[src/ffba_pkg.sv]
// Shared types, constants and codes of the first-fit block allocator.
// Used by every module in src; depends on nothing.
package ffba_pkg;

	localparam int NumBlocksDef  = 1024;
	localparam int DescBitsDef   = 8;
	localparam int BlockBytesDef = 8;

	localparam int OpW   = 2;
	localparam int DescW = 8;
	localparam int SizeW = 14;
	localparam int StW   = 2;
	localparam int BlkW  = 10;

	typedef enum logic [1:0] {
		OP_ADD    = 2'd0,
		OP_GET    = 2'd1,
		OP_DELETE = 2'd2,
		OP_DEFRAG = 2'd3
	} op_t;

	typedef enum logic [1:0] {
		ST_OK        = 2'd0,
		ST_NOT_FOUND = 2'd1,
		ST_NO_SPACE  = 2'd2,
		ST_BAD       = 2'd3
	} status_t;

	typedef struct packed {
		logic [OpW-1:0]   operation;
		logic [DescW-1:0] descriptor;
		logic [SizeW-1:0] size_bytes;
	} req_t;

	typedef struct packed {
		logic [StW-1:0]  status;
		logic [BlkW-1:0] start_block;
		logic [BlkW-1:0] end_block;
	} rsp_t;

	// Back-end state machine
	typedef enum logic [3:0] {
		BS_IDLE,
		BS_CLEAR,
		BS_ADD,
		BS_ADD_FILL,
		BS_FIND,
		BS_FIND_RUN,
		BS_FREE,
		BS_DEF,
		BS_DEF_ZERO,
		BS_DONE
	} bstate_t;

endpackage

[src/ffba_front.sv]
// Front end of the allocator: accepts requests, masks and classifies them,
// and flags malformed and oversize ones for the back end. Depends on ffba_pkg.
module ffba_front #(
	parameter int NUM_BLOCKS  = ffba_pkg::NumBlocksDef,
	parameter int DESC_BITS   = ffba_pkg::DescBitsDef,
	parameter int BLOCK_BYTES = ffba_pkg::BlockBytesDef,
	parameter int CNT_W       = $clog2(NUM_BLOCKS + 1)
) (
	input  logic                clk,
	input  logic                arst_n,
	input  logic                take,
	input  ffba_pkg::req_t      req,
	output logic                cmd_valid,
	output ffba_pkg::op_t       cmd_op,
	output logic [DESC_BITS-1:0] cmd_desc,
	output logic [CNT_W-1:0]    cmd_need,
	output logic                cmd_bad,
	output logic                cmd_big
);

	localparam int NeedFullW = ffba_pkg::SizeW + 1;

	logic [DESC_BITS-1:0] desc_m;
	logic [NeedFullW-1:0] need_full;
	ffba_pkg::op_t        op_c;

	// Classify the incoming request
	always_comb begin
		op_c      = ffba_pkg::op_t'(req.operation);
		desc_m    = DESC_BITS'(req.descriptor);
		need_full = (NeedFullW'(req.size_bytes) + NeedFullW'(BLOCK_BYTES - 1))
		            / NeedFullW'(BLOCK_BYTES);
	end

	// Hold the classified command for the back end (queue of one)
	always_ff @(posedge clk or negedge arst_n) begin
		if (!arst_n) begin
			cmd_valid <= 1'b0;
		end else begin
			cmd_valid <= take;
		end
	end

	always_ff @(posedge clk) begin
		if (take) begin
			cmd_op   <= op_c;
			cmd_desc <= desc_m;
			cmd_big  <= need_full > NeedFullW'(NUM_BLOCKS);
			cmd_need <= CNT_W'(need_full);
			cmd_bad  <= (op_c != ffba_pkg::OP_DEFRAG) &&
			            ((desc_m == '0) ||
			             (op_c == ffba_pkg::OP_ADD && req.size_bytes == '0));
		end
	end

endmodule

[config.mk]
export PLATFORM = sky130hd
export DESIGN_NAME = ffba_front
export DESIGN_NICKNAME = d
export VERILOG_FILES = /design/src/ffba_pkg.sv /design/src/ffba_front.sv
export SDC_FILE = /design/constraint.sdc
export NUM_CORES = 1
export LEC_CHECK = 0
export ABC_AREA = 1
export BUFFER_PORTS_ARGS = -buffer_cell sky130_fd_sc_hd__buf_4
export CORE_MARGIN = 2
export CORE_UTILIZATION = 30
export DETAILED_ROUTE_END_ITERATION = 8
export SLEW_MARGIN = 20
export SYNTH_ARGS = -nofsm -noshare
export SYNTH_HDL_FRONTEND = slang
export SYNTH_SLANG_ARGS = --single-unit
[constraint.sdc]
create_clock -name clk -period 0.8 [get_ports clk]
set_input_delay 0.08 -clock clk [delete_from_list [all_inputs] [get_ports clk]]
set_output_delay 0.08 -clock clk [all_outputs]
set_load 0.05 [all_outputs]
==> results.txt <==
----------------------------------------------------
[Timing]
  Rel. slew slack ... 78.49%
  Worst Max-Slew Pin Slew ... 0.3209 ns
  Final critical path time including I/O delays and setup ... 1.042 ns
  Highest attainable clock frequency ... 0.9600 GHz
  RSZ-0062 raised after global routing ... yes
  Count of final setup violators ... 31
  Ratio of final minimum period to clock period ... 130.2%
  Final-report max-slew violation count ... 0
  Slack of the critical path ... -0.2417 ns
  Hold violation total from the final report ... 0
  Post-route worst hold slack ... 0.009805 ns

[Logic synthesis]
  Gate count after technology mapping ... 121
  Number of warning messages in the yosys log ... 0
  Leading post-synthesis cells by cell area ... sky130_fd_sc_hd__edfxtp_1 (58%), sky130_fd_sc_hd__nand2_1 (8.9%), sky130_fd_sc_hd__inv_1 (6.3%)
  Cell accounting for the most synthesized area ... sky130_fd_sc_hd__edfxtp_1
  Post-synthesis register bit count ... 24
  Average size of a mapped cell ... 9.813 sq um
  Number of distinct standard cells referenced by the synthesized netlist ... 21
  Synthesized cell area ... 0.001187 sq mm
  Area share of the largest cell type after synthesis ... 58.17%
  Number of nets in the synthesized netlist ... 148
  Post-synthesis sequential area ratio ... 60.27%

[Floorplan]
  Overall die area ... 0.004477 sq mm
  Horizontal die dimension ... 66.91 um
  Row Count ... 22
  Initial Utilization ... 31.72%
  Die height ... 66.91 um
  I/O pin cnt ... 51
  Std-Cell Core Area ... 0.003744 sq mm

[CTS]
  Clock sink count ... 24
  Count of H-tree levels built during CTS ... 1
  Clock tree from TritonCTS ... done
  CTS Buf Count ... 3
  Clock root buffer ... sky130_fd_sc_hd__clkbuf_8
  Clock transition time at the flip-flop clock pins of the worst setup and hold paths ... 0.07 ns
  Worst-case clock buffer depth ... 2

[Place]
  Placed inst area ... 0.001872 sq mm
  Placement Setup Slack ... -0.5441 ns
  Half-perimeter wire length after placement ... 2327 um
  # port buffers ... 50
  Final Wtd Congestion ... 0.8204

[Global routing]
  Number of global-route vias before repair ... 1,049
  GR Util All Layers ... 13.60%
  Global-route wire length before repair ... 4554 um
  Antenna violations before repair ... 0
  Largest net degree at the start of global routing ... 25
  Remaining Overflow, GRT ... 0

[Worst setup path]
  Endpoint type of the worst setup path ... register
  Type of the worst setup path ... in -> reg
  Maximum fanout along the worst path ... 6
  Critical path data arrival time ... 1.06 ns
  Most used cell along the critical path ... sky130_fd_sc_hd__nand2_4
  Cells along the critical path ... buf_6, nor2_4, nand2_4, nand2_4, inv_4, a21o_4, nand2_4, nand3_2, nor2_1, nor2_1
  Library cell contributing the largest single delay on the critical path ... sky130_fd_sc_hd__a21o_4
  Stage delay of the slowest cell on the critical path ... 0.20 ns
  Worst setup SP type ... input port
  Required time of the critical path ... 0.82 ns

[Route]
  Vias per cell ... 4.345
  Antenna-violating nets left ... 0
  Total wirelength of the detailed-routed design ... 2974 um
  Wire per inst ... 11.27 um
  Number of DRC violations after detailed routing ... 0
  DR iter-0 viols ... 43
  Detailed Routing Iterations Pass 1 ... 4
  Vias after detailed routing ... 1,147

[Layout]
  Filler cell count ... 313
  # nets final ... 244
  Area Overhead vs Synth ... 85.56%
  Number of diodes added for antenna fixing ... 0
  Final Cell Area ... 0.002203 sq mm
  Layout cell share with drive strength beyond 1 ... 54.17%

[Power and ir drop]
  Total power density per cell area ... 1536 mW/mm^2
  Net switching power ... 996.9 uW
  Pleak ... 1.033 nW
  Switching Share ... 29.45%
  Internal power ... 2.388 mW
  Worst ir drop on vdd ... 597.0 uV
  Sequential cell fraction of total power ... 45.4%
  Part of the power in combinational logic ... 31.6%
  Tot Pwr ... 3.385 mW
  Share of total power in the clock network ... 23.0%

[Flow run]
  Maximum capacitance violations ... 0

[Status]
  Result of the run ... finished, violations left
  Violated checks ... negative setup slack

[Hold path]
  Worst hold path class ... in -> reg

----------------------------------------------------
synth_stat cells, drive strengths merged:
library cell   n
nand2         33
edfxtp        23
inv           22
nor2          17
nand3         10
nor4           5
nand3b         2
nand4          2
a21o           1
a21oi          1
a22oi          1
dfrtp          1
nor3           1
o21ai          1
xor2           1
critical path, delay by kind of cell:
family	cells	cell delay (ns)
AO/OA/AOI/OAI	1	0.20
buffers and inverters	2	0.14
AND/OR/NAND/NOR	7	0.64
cells by family after synthesis:
logic type	count (synthesis)	synth area share, %
simple gates	70	29.82
flops	24	60.27
buf+inv	22	6.955
compound gates	4	2.212
xor+xnor	1	0.7378
metrics by stage:
step	util [%]	cells	TNS, ns
4_1_cts	55.51	256	-2.997
5_1_grt	58.86	264	-4.131
6_report	58.86	264	-2.923
3_5_place_dp	50.00	250	-4.299
3_3_place_gp	50.00	250	-4.006
2_1_floorplan	-	121	-0.6222
metal layers:
layer / part of all wire, % / global-route usage (%)
met1: 41 / 16.40
met2: 50 / 23.88
met3: 8.4 / 2.365
met4: 1.0 / 5.357
met5: 0 / 0
final cells by class:
| class | count | area [sq um] | share of cell area, % |
|---|---|---|---|
| flip-flops and latches | 24 | 715.7 | 32.48 |
| repair buffers | 91 | 809.5 | 36.74 |
| clock buffers | 4 | 55.05 | 2.499 |
| inverters | 22 | 87.58 | 3.975 |
| well taps | 48 | 60.06 | 2.726 |
| multi-input cells | 75 | 475.5 | 21.58 |
cell usage in the layout, fill, tap and decap left out, types with 2 or more instances in the layout:
cell type                       instances
sky130_fd_sc_hd__nand3_2                4
sky130_fd_sc_hd__nand2_2                3
sky130_fd_sc_hd__nand2_4                5
sky130_fd_sc_hd__nand3_1                5
sky130_fd_sc_hd__buf_6                 29
sky130_fd_sc_hd__nand4_1                2
sky130_fd_sc_hd__nor2_2                 4
sky130_fd_sc_hd__inv_1                 17
sky130_fd_sc_hd__edfxtp_1              23
sky130_fd_sc_hd__clkbuf_8               4
sky130_fd_sc_hd__nand3b_1               2
sky130_fd_sc_hd__buf_4                 55
sky130_fd_sc_hd__nor2_4                 2
sky130_fd_sc_hd__nor4_1                 3
sky130_fd_sc_hd__dlygate4sd3_1          7
sky130_fd_sc_hd__inv_2                  3
sky130_fd_sc_hd__nor2_1                11
sky130_fd_sc_hd__nand2_1               25
sky130_fd_sc_hd__inv_4                  2
path summary, 6_finish.rpt:
kind                          from     endpoint  depth (start not counted)
max                         req[0]      cmd_big                         10
min                        req[15]  cmd_desc[1]                          1
max in group asynchronous   arst_n    cmd_valid                          2
min in group asynchronous   arst_n    cmd_valid                          2
power groups by stage:
stage          logic (mW)  registers [mW]  clock network (mW)
5_1_grt              1.13            1.55               0.866
3_5_place_dp        0.936            1.55                   0
6_report             1.07            1.54               0.777
4_1_cts              1.02            1.54               0.794
3_3_place_gp        0.926            1.54                   0
2_1_floorplan       0.131            1.90                   0
registers in the layout (all words and copies together) (netlist names):
register	count
cmd_valid	1
cmd_op	2
cmd_bad	1
cmd_big	1
cmd_need	11
cmd_desc	8
what timing repair did:
item | in CTS | in global routing
resized for setup | 36 | 12
hold buffers | 1 | 6
hold endpoints to repair | 1 | 6
buffers inserted | 2 | 2
pin swaps | 5 | 11
setup endpoints to repair | 31 | 34
Power figures use the tool's default switching activity.
